[src/hw/rtl/sld_pkg.sv]
// Shared types, constants and the gear lookup for the shift lever intent decoder.
// No dependencies; used by sld_step.sv and shift_lever_intent_decoder_top.sv.
package sld_pkg;

    localparam int COUNT_WIDTH  = 16;
    localparam int THRESH_WIDTH = 16;
    // Compare width covers both the counter and the threshold register.
    localparam int CMP_WIDTH    = (COUNT_WIDTH > THRESH_WIDTH) ? COUNT_WIDTH : THRESH_WIDTH;

    localparam logic [THRESH_WIDTH-1:0] THRESH_RESET = THRESH_WIDTH'(10);

    // Lever flag bits
    localparam int FLAG_CENTRE_BIT = 0;
    localparam int FLAG_FWD_BIT    = 1;
    localparam int FLAG_BACK_BIT   = 2;

    localparam logic [2:0] FLAGS_NONE   = 3'b000;
    localparam logic [2:0] FLAGS_CENTRE = 3'b001;
    localparam logic [2:0] FLAGS_FWD    = 3'b010;
    localparam logic [2:0] FLAGS_BACK   = 3'b100;

    // Gear codes
    localparam logic [1:0] GEAR_NONE = 2'd0;
    localparam logic [1:0] GEAR_N    = 2'd1;
    localparam logic [1:0] GEAR_R    = 2'd2;
    localparam logic [1:0] GEAR_D    = 2'd3;

    // Lever state codes
    localparam logic [1:0] LEVER_UNKNOWN = 2'd0;
    localparam logic [1:0] LEVER_CENTRE  = 2'd1;
    localparam logic [1:0] LEVER_FWD     = 2'd2;
    localparam logic [1:0] LEVER_BACK    = 2'd3;

    // Transmission positions
    localparam logic [2:0] POS_P = 3'd0;
    localparam logic [2:0] POS_R = 3'd1;
    localparam logic [2:0] POS_N = 3'd2;
    localparam logic [2:0] POS_D = 3'd3;

    typedef enum logic [1:0] {
        PHASE_RELEASE = 2'd0,
        PHASE_NEW     = 2'd1,
        PHASE_FINISH  = 2'd2
    } phase_t;

    typedef struct packed {
        logic [7:0] hall_levels;
        logic [2:0] current_position;
    } in_item_t;

    typedef struct packed {
        logic [1:0] target_gear;
        logic       shift_locked;
        logic [1:0] lever_state;
        logic       move_taken;
    } out_item_t;

    typedef struct packed {
        logic [COUNT_WIDTH-1:0] hold_count;
        phase_t                 move_phase;
        logic [2:0]             lever_flags;
        logic                   lock_flag;
        logic [1:0]             gear_request;
    } lever_state_t;

    // Target gear for a mapped position and push direction.
    function automatic logic [1:0] gear_lookup(input logic [2:0] pos, input logic back);
        logic [1:0] gear;
        begin
            gear = GEAR_NONE;
            unique case (pos)
                POS_P:   gear = GEAR_N;
                POS_R:   gear = back ? GEAR_D : GEAR_N;
                POS_N:   gear = back ? GEAR_D : GEAR_R;
                POS_D:   gear = back ? GEAR_N : GEAR_R;
                default: gear = GEAR_NONE;
            endcase
            return gear;
        end
    endfunction

endpackage

[src/hw/rtl/sld_step.sv]
// Next-state and result logic for one sensor tick of the shift lever decoder.
// Depends on sld_pkg for the state, item types and the gear lookup.
module sld_step (
    input  sld_pkg::lever_state_t                 cur,
    input  sld_pkg::in_item_t                     item,
    input  logic [sld_pkg::THRESH_WIDTH-1:0]      threshold,
    output sld_pkg::lever_state_t                 nxt,
    output sld_pkg::out_item_t                    result
);

    logic [7:0]                      h;
    logic                            h12_low;
    logic                            h34_low;
    logic                            h34_high;
    logic                            h78_low;
    logic                            push_back;
    logic                            push_fwd;
    logic [sld_pkg::COUNT_WIDTH-1:0] count_inc;
    logic [2:0]                      dir_flags;

    assign h        = item.hall_levels;
    assign h12_low  = !h[0] || !h[1];
    assign h34_low  = !h[2] || !h[3];
    assign h34_high = h[2] || h[3];
    assign h78_low  = !h[6] || !h[7];
    assign push_back = h78_low && !h[4];
    assign push_fwd  = h78_low && !h[5];

    // Saturating increment
    assign count_inc = (&cur.hold_count) ? cur.hold_count
                                         : cur.hold_count + sld_pkg::COUNT_WIDTH'(1);
    // Back push wins over forward push
    assign dir_flags = push_back ? sld_pkg::FLAGS_BACK : sld_pkg::FLAGS_FWD;

    always_comb
    begin
        nxt = cur;
        priority if (h12_low && h34_high)
        begin
            nxt.lock_flag = 1'b1;
        end
        else if (h34_low)
        begin
            if (push_back || push_fwd)
            begin
                nxt.hold_count = count_inc;
                if (sld_pkg::CMP_WIDTH'(count_inc) > sld_pkg::CMP_WIDTH'(threshold))
                begin
                    if (cur.move_phase == sld_pkg::PHASE_RELEASE)
                    begin
                        nxt.move_phase  = sld_pkg::PHASE_NEW;
                        nxt.lever_flags = dir_flags;
                    end
                    nxt.lock_flag = 1'b0;
                end
            end
            else
            begin
                nxt.hold_count  = '0;
                nxt.move_phase  = sld_pkg::PHASE_RELEASE;
                nxt.lever_flags = sld_pkg::FLAGS_CENTRE;
                nxt.lock_flag   = 1'b1;
            end
        end
        else
        begin
            // H3 and H4 both absent: hold every field
            nxt = cur;
        end

        // Judge a freshly accepted move in the same tick
        if (nxt.move_phase == sld_pkg::PHASE_NEW)
        begin
            nxt.move_phase = sld_pkg::PHASE_FINISH;
            if (!nxt.lock_flag && !item.current_position[2])
            begin
                if (nxt.lever_flags[sld_pkg::FLAG_FWD_BIT])
                    nxt.gear_request = sld_pkg::gear_lookup(item.current_position, 1'b0);
                else if (nxt.lever_flags[sld_pkg::FLAG_BACK_BIT])
                    nxt.gear_request = sld_pkg::gear_lookup(item.current_position, 1'b1);
            end
        end
    end

    always_comb
    begin
        result.target_gear  = nxt.gear_request;
        result.shift_locked = nxt.lock_flag;
        result.move_taken   = (nxt.move_phase == sld_pkg::PHASE_FINISH);
        priority if (nxt.lever_flags[sld_pkg::FLAG_CENTRE_BIT])
            result.lever_state = sld_pkg::LEVER_CENTRE;
        else if (nxt.lever_flags[sld_pkg::FLAG_FWD_BIT])
            result.lever_state = sld_pkg::LEVER_FWD;
        else if (nxt.lever_flags[sld_pkg::FLAG_BACK_BIT])
            result.lever_state = sld_pkg::LEVER_BACK;
        else
            result.lever_state = sld_pkg::LEVER_UNKNOWN;
    end

endmodule

[src/hw/rtl/shift_lever_intent_decoder_top.sv]
// Top level of the shift lever intent decoder: input register, state, result register.
// Depends on sld_pkg and sld_step.
//
//   channel  | handshake          | payload
//   ---------+--------------------+---------------------------------
//   in       | in_valid/in_stall  | in_data  (sld_pkg::in_item_t)
//   out      | out_valid/out_stall| out_data (sld_pkg::out_item_t)
//   cfg      | cfg_we             | cfg_wdata (debounce threshold)
//
// Each tick passes through the input register, then through the step logic into
// the result register and the lever state.
// One transaction is accepted per cycle while the output side keeps up.
// rst_n clears the lever state, loads threshold 10 and empties both registers.
// A stalled result holds the result register and, once the input register is
// also full, raises in_stall.
module shift_lever_intent_decoder_top (
    input  logic                              clk,
    input  logic                              rst_n,
    input  logic                              in_valid,
    output logic                              in_stall,
    input  sld_pkg::in_item_t                 in_data,
    output logic                              out_valid,
    input  logic                              out_stall,
    output sld_pkg::out_item_t                out_data,
    input  logic                              cfg_we,
    input  logic [sld_pkg::THRESH_WIDTH-1:0]  cfg_wdata
);

    logic [sld_pkg::THRESH_WIDTH-1:0] threshold_reg;
    logic                             s1_valid_reg;
    sld_pkg::in_item_t                s1_item_reg;
    logic                             out_valid_reg;
    sld_pkg::out_item_t               out_item_reg;
    sld_pkg::lever_state_t            state_reg;
    sld_pkg::lever_state_t            state_next;
    sld_pkg::out_item_t               result_next;
    logic                             s1_adv;
    logic                             in_take;

    sld_step u_step (
        .cur       (state_reg),
        .item      (s1_item_reg),
        .threshold (threshold_reg),
        .nxt       (state_next),
        .result    (result_next)
    );

    assign s1_adv   = s1_valid_reg && (!out_valid_reg || !out_stall);
    assign in_stall = s1_valid_reg && !s1_adv;
    assign in_take  = in_valid && !in_stall;

    assign out_valid = out_valid_reg;
    assign out_data  = out_item_reg;

    always_ff @(posedge clk or negedge rst_n)
    begin
        if (!rst_n)
        begin
            threshold_reg          <= sld_pkg::THRESH_RESET;
            s1_valid_reg           <= 1'b0;
            out_valid_reg          <= 1'b0;
            state_reg.hold_count   <= '0;
            state_reg.move_phase   <= sld_pkg::PHASE_RELEASE;
            state_reg.lever_flags  <= sld_pkg::FLAGS_NONE;
            state_reg.lock_flag    <= 1'b1;
            state_reg.gear_request <= sld_pkg::GEAR_NONE;
        end
        else
        begin
            if (cfg_we)
                threshold_reg <= cfg_wdata;
            if (in_take)
                s1_valid_reg <= 1'b1;
            else if (s1_adv)
                s1_valid_reg <= 1'b0;
            if (s1_adv)
            begin
                out_valid_reg <= 1'b1;
                state_reg     <= state_next;
            end
            else if (!out_stall)
            begin
                out_valid_reg <= 1'b0;
            end
        end
    end

    // Payload registers
    always_ff @(posedge clk)
    begin
        if (in_take)
            s1_item_reg <= in_data;
        if (s1_adv)
            out_item_reg <= result_next;
    end

`ifndef SYNTHESIS
    // A new move is always judged in the tick that accepts it.
    a_no_stored_new_phase: assert property (@(posedge clk) disable iff (!rst_n)
        state_reg.move_phase != sld_pkg::PHASE_NEW)
        else $error("move phase left in new state");

    // A taken move always carries a push direction.
    a_finish_has_dir: assert property (@(posedge clk) disable iff (!rst_n)
        state_reg.move_phase == sld_pkg::PHASE_FINISH |->
        (state_reg.lever_flags == sld_pkg::FLAGS_FWD ||
         state_reg.lever_flags == sld_pkg::FLAGS_BACK))
        else $error("finished move without push direction");

    // An item leaving the input register lands in the result register.
    a_adv_to_out: assert property (@(posedge clk) disable iff (!rst_n)
        s1_adv |=> out_valid_reg)
        else $error("advanced item lost");

    // The state only changes when an item advances.
    a_state_hold: assert property (@(posedge clk) disable iff (!rst_n)
        !s1_adv |=> $stable(state_reg))
        else $error("lever state changed without an item");
`endif

endmodule

[config.mk]
export PLATFORM = sky130hd
export DESIGN_NAME = shift_lever_intent_decoder_top
export DESIGN_NICKNAME = d
export VERILOG_FILES = /design/src/hw/rtl/sld_pkg.sv /design/src/hw/rtl/sld_step.sv /design/src/hw/rtl/shift_lever_intent_decoder_top.sv
export SDC_FILE = /design/constraint.sdc
export NUM_CORES = 1
export LEC_CHECK = 0
export BUFFER_PORTS_ARGS = -buffer_cell sky130_fd_sc_hd__buf_2
export CAP_MARGIN = 20
export CORE_ASPECT_RATIO = 1.2
export CORE_MARGIN = 4
export CORE_UTILIZATION = 50
export DETAILED_ROUTE_END_ITERATION = 16
export PLACE_DENSITY = 0.7
export SLEW_MARGIN = 5
export SYNTH_ARGS = -nofsm -noshare
export SYNTH_HDL_FRONTEND = slang
export SYNTH_SLANG_ARGS = --single-unit
[constraint.sdc]
create_clock -name clk -period 5.9 [get_ports clk]
set_input_delay 0.295 -clock clk [delete_from_list [all_inputs] [get_ports clk]]
set_output_delay 0.295 -clock clk [all_outputs]
set_load 0.01 [all_outputs]
======== Word-level counts from Yosys, hierarchy flattened ========
Cells that the tools add are included.
storage, ports and cells
  logic and storage cells ................. 80
  input port bits ......................... 32
  register bits ........................... 59
  output and inout port bits .............. 8
cells by class
  reductions and logical operators ........ 36
  mux-type cells .......................... 21
  magnitude comparators ................... 1
  add/sub/neg operators ................... 1
  bitwise operators ....................... 1
  equality and inequality tests ........... 6
operator list
  cell                     number
  $mux W22                 1
  $add A16 B1 Y16 const B  1
  $gt A16 B16 Y1           1
  $mux W16                 1
  $reduce_and A16 Y1       1
  $logic_not A1 Y1         14
  $mux W2                  7
  $mux W6                  2
  $mux W5                  2
  $pmux W2 S2              2
  $reduce_or A2 Y1         4
  $logic_and A1 B1 Y1      7
  $eq A3 B2 Y1 const B     2
  $logic_or A1 B1 Y1       6
  $mux W1                  5
  $eq A3 B1 Y1 const B     1
  $logic_not A3 Y1         1
  $mux W3                  1
  $reduce_and A3 Y1        1
  $eq A2 B1 Y1 const B     1
  $eq A2 B2 Y1 const B     1
  $logic_not A2 Y1         1
  $ne A2 B1 Y1 const B     1
  $reduce_bool A2 Y1       1
  $not A1 Y1               1

======== Logic depth before layout (Yosys ltp) ========
Gate-level depths: netlist (run 1).
  depth after elaboration ................. 13
  depth in mapped cells ................... 21
  gate-level depth less buffers ........... 19

======== Hierarchy ========
A second synthesis (run 1) with hierarchy kept.
unflattened totals
  cell total of the unflattened synthesis .. 324
  area total of the unflattened synthesis .. 3,479.6 um^2
by module, submodules not included
  module                          cells each  instances  sequential area each (um^2)  area each (um^2)
  shift_lever_intent_decoder_top  109         1          1,565.3                      2,095.8
  sld_step                        215         1          0.0                          1,383.8

======== Worst setup path after synthesis (run 1) ========
Ideal clock, no wire load.
  path type ............................... register -> register
  from .................................... reg state_reg[10] (netlist name)
  to ...................................... reg out_item_reg (netlist bit out_data[4]) (data pin)
  cell stages (with the launch flop) ...... 19
  buffers on the path ..................... 1
  library setup time ...................... 260 ps
  period minus slack after synthesis ...... 4,636 ps
  arrival ................................. 4,376 ps
  setup slack ............................. 1,264 ps
  required time ........................... 5,640 ps
  cell sequence ........................... dfrtp_1 buf_2 and4_1 and2_1 nand2_1 nor4_1 and3_1 nand3_1 o21a_1 ha_1 nand4_2 a2111o_1 a311oi_2 and2_1 o21a_1 ha_1 nand2b_1 or3_4 mux2_4
RTL lines
  element                 RTL line                              RTL
  from (decl)             shift_lever_intent_decoder_top.sv:34  sld_pkg::lever_state_t state_reg;
  from (signal assigned)  shift_lever_intent_decoder_top.sv:79  state_reg <= state_next;
  to (signal assigned)    shift_lever_intent_decoder_top.sv:94  out_item_reg <= result_next;
  to (decl)               shift_lever_intent_decoder_top.sv:33  sld_pkg::out_item_t out_item_reg;

==> results of run 1 <==
## path summary, 6_finish.rpt
path | startpoint | slack, ns | end
setup / recovery | state_reg[10] | 0.81 | out_data[4]
hold / removal | rst_n | 0.1 | threshold_reg[13]
setup reg to reg | state_reg[10] | 0.81 | out_data[4]
hold reg to reg | state_reg[2] | 0.48 | state_reg[2]
max in group asynchronous | rst_n | 5.21 | state_reg[15]
min in group clk | in_data[4] | 0.13 | s1_item_reg[4]
## cell usage after synthesis, types with 2 or more instances
cell type	number	share of area [%]
inv_1	23	2.7
nor2_1	12	1.4
xor2_1	3	0.81
buf_2	2	0.31
o31ai_1	8	1.9
a31oi_1	8	1.5
and2_1	6	1.2
clkbuf_1	9	1.0
nand2b_1	4	0.77
a31o_2	3	0.81
nor2b_1	3	0.58
nand4_1	5	0.97
o21a_1	2	0.46
edfxtp_1	17	16
xnor2_1	9	2.4
nor3_1	3	0.46
a21oi_1	22	3.4
or3_1	2	0.39
o211ai_1	3	0.70
and4_1	2	0.54
dfstp_2	3	2.4
nand2_1	54	6.3
a22oi_1	2	0.46
nor4_1	3	0.58
nand3_1	11	1.7
ha_1	20	7.7
a22o_1	5	1.4
dfrtp_1	39	30
and3_1	2	0.39
o21ai_0	39	6.0
## layer usage
metal | vias to the layer above | part of all wire, % | GRT usage (%)
met5 | - | 0 | 0
met4 | 0 | 2.6 | 11.7
met3 | 15 | 6.0 | 4.12
met2 | 84 | 48 | 32.5
met1 | 1213 | 43 | 22.8
li1 | 1295 | - | -
## layout make-up
class | count | area (um^2) | area share [%]
Multi-Input combinational cell | 245 | 1540 | 42.1
Timing Repair Buffer | 39 | 195 | 5.35
Sequential cell | 59 | 1570 | 42.9
Inverter | 23 | 86.3 | 2.37
Clock inverter | 3 | 13.8 | 0.377
Clock buffer | 13 | 149 | 4.08
Tap cell | 82 | 103 | 2.81
## power groups by stage
| stage | clock network [uW] | registers (uW) | logic, uW |
|---|---|---|---|
| 5_1_grt | 338 | 477 | 161 |
| 6_report | 311 | 473 | 138 |
| 3_3_place_gp | 0 | 479 | 135 |
| 3_5_place_dp | 0 | 480 | 140 |
| 2_1_floorplan | 0 | 474 | 97.8 |
| 4_1_cts | 317 | 473 | 140 |
## kinds of logic (layout without fill, tap and decap cells)
group / count (synthesis) / in the layout
compound gates: 100 / 100
xor+xnor: 12 / 12
fa+ha+maj: 20 / 20
buf+inv: 34 / 78
flops: 59 / 59
mux: 3 / 3
simple gates: 110 / 110
## per-stage QoR
step	setup slack [ns]	hold slack [ns]	instances	area, um^2	utilization, %
floorplan	1.26	-0.000591	338	3230	-
global placement	1.01	0.468	448	3480	56.5
detailed placement	0.891	0.473	448	3480	56.5
CTS	0.866	0.115	464	3650	59.1
global route	0.466	0.110	464	3650	59.1
finish	0.809	0.0971	464	3650	59.1
==> impl_metrics.json, run 1 <==
{
  "avgSynthCellArea_um2": 9.56,
  "clk_pin_slew_worst_paths_ns": 0.07,
  "pwr-share-clk_pct": 33.8,
  "synth_edf_count": 17,
  "nFillCells": 543,
  "p_comb_share_pct": 15.0,
  "ys_seq_elements": 59,
  "cts_resized": 0,
  "tightestPinTransition_ns": 0.944,
  "worst-path-buf-inv": 0,
  "finClkSkew_ns": 0.00704,
  "fin_crit_sh_pct": 86.3,
  "leakage_uw": 0.00163,
  "max_stage_delay_ns": 0.56,
  "cp_data_arrival_time_ns": 5.18,
  "post_drt_wl_per_cell_um": 14.5,
  "grt_overflow": 0,
  "die_width_um": 81.4,
  "gp_congestion": 0.885,
  "relSlewSlack_pct": 37.1,
  "drt_drc_violations_left": 0,
  "io_pins": 40,
  "synth_xor_area_share_pct": 3.25,
  "critical_path_class": "flop to flop",
  "ys_seq_area_share_pct": 48.5,
  "grt_pass1_vias": 2558,
  "grt_pass1_wl_um": 11400,
  "core_um2": 6170,
  "synth_fa_ha_area_share_pct": 7.75,
  "dp_hpwl_um": 4980,
  "antenna_found_initial": 0,
  "cts_tree": "done",
  "dieArea_um2": 7820,
  "layout_common_cells": "nand2_1, o21ai_0, buf_2, dfrtp_1, inv_1",
  "ctsHtreeMaxLevel": 3,
  "total_power_uw": 923,
  "cp.depth": 17,
  "crit_path_max_fanout": 9,
  "intPower_uw": 667,
  "grt_use_total_pct": 19.5,
  "reg2reg_depth": 17,
  "run_status": "finished, final reports clean",
  "syn_area_um2": 3230,
  "area_growth_pct": 12.9,
  "critPathTopFamily": "simple AND/OR/NAND/NOR gates",
  "max_freq_ghz": 0.196,
  "seqPwrFrac_pct": 51.2,
  "post-cts-setup-buffers": 0,
  "synth_cells": 338,
  "synth_cell_types": 44,
  "cap_viol_max_count": 0,
  "num_rows": 31,
  "rsz0062_at_grt": "no",
  "worst_setup_path_start_kind": "flop",
  "synth_top_family_by_area": "compound AO/OA/AOI/OAI gates",
  "cellPowerDensity_nw_per_um2": 253,
  "synth-simple-area-share_pct": 16.2,
  "hp-class": "input pin to async pin",
  "dr_total_vias": 2607,
  "drive_gt1_share_pct": 16.2,
  "min_period_ns": 5.09,
  "synthMuxAreaShare_pct": 1.16,
  "synth-compound-area-share_pct": 19.2,
  "p_switching_uw": 256,
  "grt_start_max_net_pins": 43,
  "peakVddDrop_v": 0.000170,
  "dr.pass1.iters": 4,
  "path_cells": "and4_1 > and2_1 > nand2_1 > nor4_1 > and3_1 > nand3_1 > o21a_1 > ha_1 > nand4_2 > a2111o_1 > a311oi_2 > and2_1 > o21a_1 > ha_1 > nand2b_1 > or3_4 > mux2_4",
  "first_iter_violations": 144,
  "clockRootBuffer": "clkbuf_8",
  "initial_utilization_pct": 52.4,
  "cts_sinks": 59,
  "numPortBuffers": 39,
  "hold_buffers": 0,
  "worst-endpoint-required_ns": 5.99,
  "clock_latency_ns": 0.34,
  "synthesis.nets": 390,
  "synth_warnings": 0,
  "ant_nets": 0,
  "tns_ns": 0,
  "crit_slowest_cell": "nor4_1",
  "synthFlopType": "dfrtp_1",
  "critPathCaptureType": "flop",
  "async_flop_share_pct": 71.2,
  "largest_reg_flops": 24,
  "cts_made_buffers": 9,
  "routed_wl_um": 6750,
  "final_hold_viol_count": 0,
  "drv_slew": 0,
  "mostFrequentLayoutCell": "nand2_1",
  "die_h_um": 96.1,
  "viasPerCell": 5.62,
  "fin_nets": 429,
  "clockBufferDepth": 2,
  "num_antenna_cells": 0,
  "p_sw_share_pct": 27.7,
  "setup_violations": 0
}
Power figures use the tool's default switching activity.
==> inputs of run 2 (changes only) <==
- CTS_BUF_LIST: not set -> sky130_fd_sc_hd__clkbuf_16
==> run 2 against run 1 <==
Against the previous run: non-clock buffer count did not move; wire length rose by 1.8%; combinational power barely moved; largest power group unchanged; via count barely moved; hold slack improved by 0.028 ns; first-iteration DRC count rose by 34%; count of clock-buffer cells in the layout fell by 4; final area rose by 2.5%; setup slack improved by 0.016 ns; critical path type unchanged.
==> impl_metrics.json, run 2 (synthesis gave the netlist of run 1 again) <==
{
  "dp_hpwl_um": 4980,
  "fin_crit_sh_pct": 86.0,
  "worst_setup_path_start_kind": "flop",
  "clk_pin_slew_worst_paths_ns": 0.05,
  "routed_wl_um": 6870,
  "crit_path_max_fanout": 9,
  "area_growth_pct": 15.7,
  "post_drt_wl_per_cell_um": 14.8,
  "intPower_uw": 780,
  "finClkSkew_ns": 0.00634,
  "viasPerCell": 5.61,
  "clockBufferDepth": 2,
  "max_stage_delay_ns": 0.55,
  "io_pins": 40,
  "setup_violations": 0,
  "cts_sinks": 59,
  "numPortBuffers": 39,
  "leakage_uw": 0.00168,
  "gp_congestion": 0.885,
  "cts_resized": 0,
  "drv_slew": 0,
  "first_iter_violations": 193,
  "worst-endpoint-required_ns": 5.97,
  "largest_reg_flops": 24,
  "num_antenna_cells": 0,
  "layout_common_cells": "nand2_1, o21ai_0, buf_2, dfrtp_1, inv_1",
  "clockRootBuffer": "clkbuf_16",
  "post-cts-setup-buffers": 0,
  "hp-class": "input pin to async pin",
  "ctsHtreeMaxLevel": 3,
  "dr_total_vias": 2605,
  "place_worst_setup_slack_ns": 0.891,
  "drt_drc_violations_left": 0,
  "final_hold_viol_count": 0,
  "grt_overflow": 0,
  "p_comb_share_pct": 13.2,
  "clock_latency_ns": 0.33,
  "die_width_um": 81.4,
  "worst-path-buf-inv": 0,
  "cellPowerDensity_nw_per_um2": 282,
  "core_um2": 6170,
  "pwr-share-clk_pct": 41.8,
  "cp_data_arrival_time_ns": 5.15,
  "fin_nets": 429,
  "p_sw_share_pct": 25.9,
  "critPathTopFamily": "simple AND/OR/NAND/NOR gates",
  "dieArea_um2": 7820,
  "antenna_found_initial": 0,
  "die_h_um": 96.1,
  "drive_gt1_share_pct": 16.0,
  "tns_ns": 0,
  "grt_pass1_vias": 2586,
  "cts_tree": "done",
  "dr.pass1.iters": 5,
  "relSlewSlack_pct": 35.7,
  "crit_slowest_cell": "nor4_1",
  "critical_path_class": "flop to flop",
  "cap_viol_max_count": 0,
  "min_period_ns": 5.08,
  "peakVddDrop_v": 0.000191,
  "initial_utilization_pct": 52.4,
  "p_switching_uw": 273,
  "path_cells": "and4_1 > and2_1 > nand2_1 > nor4_1 > and3_1 > nand3_1 > o21a_1 > ha_1 > nand4_2 > a2111o_1 > a311oi_2 > and2_1 > o21a_1 > ha_1 > nand2b_1 > or3_4 > mux2_4",
  "worst_slack_ns": 0.824,
  "rsz0062_at_grt": "no",
  "grt_use_total_pct": 20.0,
  "num_rows": 31,
  "hold_buffers": 0,
  "grt_pass1_wl_um": 11700,
  "cts_made_buffers": 9,
  "max_freq_ghz": 0.197,
  "run_status": "finished, final reports clean",
  "mostFrequentLayoutCell": "nand2_1",
  "ant_nets": 0,
  "critPathCaptureType": "flop",
  "grt_start_max_net_pins": 43,
  "seqPwrFrac_pct": 45.0,
  "tightestPinTransition_ns": 0.965
}
[run 2: worst paths after layout]
kind	from	endpoint	slack, ns	cells past startpoint
max in group asynchronous	rst_n	state_reg[15]	5.17	1
max reg2reg	state_reg[10]	out_data[4]	0.82	17
min	rst_n	threshold_reg[13]	0.12	1
min in group clk	in_data[9]	s1_item_reg[9]	0.14	1
min reg2reg	state_reg[2]	state_reg[2]	0.48	2
max	state_reg[10]	out_data[4]	0.82	17
[run 2: power by group through the flow]
stage / Sequential (uW) / Clock [uW] / Combinational, uW
finish: 474 / 440 / 140
global route: 478 / 468 / 162
CTS: 474 / 448 / 141
detailed placement: 480 / 0 / 140
global placement: 479 / 0 / 135
floorplan: 474 / 0 / 97.8
[run 2: layer usage]
layer  wire, um  global-route usage [%]  vias to the layer above
li1           -                       -                     1296
met1       2880                    23.5                     1204
met2       3350                    33.6                       90
met3        444                    5.43                       15
met4        197                    9.86                        0
met5          0                       0                        -
[run 2: worst reg2reg max path, cell delays in order, from the launching register on]
cell and delay [ns]:
dfrtp_1 0.48, and4_1 0.32, and2_1 0.21, nand2_1 0.09, nor4_1 0.55, and3_1 0.31
nand3_1 0.09, o21a_1 0.11, ha_1 0.32, nand4_2 0.16, a2111o_1 0.47, a311oi_2 0.40
and2_1 0.20, o21a_1 0.16, ha_1 0.16, nand2b_1 0.11, or3_4 0.40, mux2_4 0.30
[run 2: metrics by stage]
stage | cells | total power, uW | util, % | hold WS (ns) | cell area [um^2]
2_1_floorplan | 338 | 572 | - | -0.000591 | 3230
3_3_place_gp | 448 | 614 | 56.5 | 0.468 | 3480
3_5_place_dp | 448 | 620 | 56.5 | 0.473 | 3480
4_1_cts | 464 | 1060 | 60.6 | 0.136 | 3740
5_1_grt | 464 | 1110 | 60.6 | 0.138 | 3740
6_report | 464 | 1050 | 60.6 | 0.125 | 3740
[run 2: final cells by class]
class                   instances  area [um^2]
fillers                       537         2430
flip-flops and latches         59         1570
multi-input cells             245         1540
clock buffers                   9          225
repair buffers                 39          195
well taps                      82          103
inverters                      23         86.3
clock inverters                 7         28.8
==> inputs of run 3 (changes only) <==
- CORE_ASPECT_RATIO: 1.2 -> 1.25
==> run 3 against run 2 <==
Against the previous run: hold slack lost 0.0030 ns; die area is essentially flat; total power is essentially flat; sequential power is essentially flat; final area grew 0.13%; core utilization shrank 0.30 points; register-to-register slack is essentially flat; count of clock-buffer cells in the layout is the same.
==> impl_metrics.json, run 3 (synthesis gave the netlist of run 1 again) <==
{
  "final_cells": 467,
  "cp_data_arrival_time_ns": 5.16,
  "antenna_found_initial": 0,
  "relSlewSlack_pct": 36.6,
  "io_pins": 40,
  "drive_gt1_share_pct": 16.2,
  "crit_slowest_cell": "nor4_1",
  "p_comb_share_pct": 13.1,
  "worst-endpoint-required_ns": 5.97,
  "min_period_ns": 5.09,
  "max_stage_delay_ns": 0.58,
  "numPortBuffers": 39,
  "rsz0062_at_grt": "no",
  "area_growth_pct": 15.9,
  "post-cts-setup-buffers": 0,
  "cap_viol_max_count": 0,
  "dr.pass1.iters": 4,
  "run_status": "finished, final reports clean",
  "clockBufferDepth": 2,
  "drt_drc_violations_left": 0,
  "critPathCaptureType": "flop",
  "grt_overflow": 0,
  "worst_setup_path_start_kind": "flop",
  "dp_hpwl_um": 5000,
  "clk_pin_slew_worst_paths_ns": 0.05,
  "die_width_um": 79.9,
  "num_antenna_cells": 0,
  "layout_common_cells": "nand2_1, o21ai_0, buf_2, dfrtp_1, inv_1",
  "final_hold_viol_count": 0,
  "initial_utilization_pct": 52.1,
  "drv_slew": 0,
  "hp-class": "input pin to async pin",
  "worst-path-buf-inv": 0,
  "intPower_uw": 781,
  "cts_resized": 0,
  "grt_start_max_net_pins": 43,
  "max_freq_ghz": 0.197,
  "tns_ns": 0,
  "dr_total_vias": 2594,
  "ctsHtreeMaxLevel": 3,
  "fin_crit_sh_pct": 86.2,
  "post_drt_wl_per_cell_um": 14.4,
  "dieArea_um2": 7820,
  "num_rows": 32,
  "cellPowerDensity_nw_per_um2": 281,
  "die_h_um": 97.9,
  "critPathTopFamily": "simple AND/OR/NAND/NOR gates",
  "grt_use_total_pct": 18.9,
  "clock_latency_ns": 0.32,
  "p_switching_uw": 272,
  "cts_made_buffers": 9,
  "largest_reg_flops": 24,
  "reg2reg_depth": 17,
  "seqPwrFrac_pct": 45.0,
  "fin_nets": 429,
  "mostFrequentLayoutCell": "nand2_1",
  "clockRootBuffer": "clkbuf_16",
  "grt_pass1_wl_um": 11600,
  "path_cells": "and4_1 > and2_1 > nand2_1 > nor4_1 > and3_1 > nand3_1 > o21a_1 > ha_1 > nand4_2 > a2111o_1 > a311oi_2 > and2_1 > o21a_1 > ha_1 > nand2b_1 > or3_4 > mux2_4",
  "cts_sinks": 59,
  "cts_tree": "done",
  "finClkSkew_ns": 0.00415,
  "first_iter_violations": 196,
  "crit_path_max_fanout": 9,
  "rr_startpoint": "state_reg[10]",
  "dp_cells": 451,
  "reg2reg_slack_ns": 0.81,
  "p_sw_share_pct": 25.9,
  "critical_path_class": "flop to flop",
  "grt_pass1_vias": 2571,
  "peakVddDrop_v": 0.000191,
  "leakage_uw": 0.00169,
  "viasPerCell": 5.55,
  "routed_wl_um": 6730,
  "ant_nets": 0,
  "setup_violations": 0,
  "pwr-share-clk_pct": 41.9,
  "gp_congestion": 0.833,
  "core_um2": 6210,
  "hold_buffers": 0,
  "worstReg2RegEnd": "out_data[4]",
  "tightestPinTransition_ns": 0.951
}
[run 3: changes by cell type in the layout (fill, tap and decap cells not counted)]
| cell | previous run | this run |
|---|---|---|
| clkinv_2 | 2 | 3 |
| clkinv_1 | 2 | 1 |
[run 3: worst max-delay path by stage]
stage	from	to	slack, ns	depth (start not counted)
after detailed placement	state_reg[10]	out_data[4]	0.86	17
after global placement	state_reg[10]	out_data[4]	1.01	17
after CTS	state_reg[10]	out_data[4]	0.82	17
after global routing	state_reg[10]	out_data[4]	0.49	17
final	state_reg[10]	out_data[4]	0.81	17
after floorplan	state_reg[10]	out_data[4]	1.26	18
[run 3: cell type report]
type	instances	area [um^2]
Clock inverter	7	30.0
Inverter	23	86.3
Timing Repair Buffer	39	195
Sequential cell	59	1570
Multi-Input combinational cell	245	1540
Tap cell	85	106
Fill cell	554	2460
Clock buffer	9	225
[run 3: through the flow]
stage                     setup slack [ns]  power (uW)  utilization, %  instance area, um^2  hold slack [ns]
after floorplan                       1.26         572               -                 3230        -0.000591
after global placement                1.01         613            56.2                 3490            0.471
after detailed placement             0.860         618            56.2                 3490            0.473
after CTS                            0.823        1070            60.3                 3740            0.135
after global routing                 0.488        1120            60.3                 3740            0.129
final                                0.814        1050            60.3                 3740            0.122
[run 3: power by group through the flow]
| stage | combinational [uW] | clock (uW) | sequential, uW |
|---|---|---|---|
| finish | 138 | 442 | 474 |
| global route | 160 | 480 | 477 |
| CTS | 139 | 454 | 474 |
| detailed placement | 138 | 0 | 480 |
| global placement | 135 | 0 | 478 |
| floorplan | 97.8 | 0 | 474 |
[run 3: layer usage]
metal | wire, um | GRT usage (%) | share of wire, %
met5 | 0 | 0 | 0
met4 | 153 | 8.71 | 2.3
met3 | 349 | 5.07 | 5.2
met2 | 3340 | 31.4 | 50
met1 | 2890 | 22.6 | 43
[run 3: worst register-to-register path, delay by kind of cell (launching register included)]
family	cells	cell delay (ns)
and+or+nand+nor	10	2.46
adders and majority gates	2	0.48
muxes	1	0.30
AOI/OAI and AO/OA	4	1.11
DFF	1	0.47
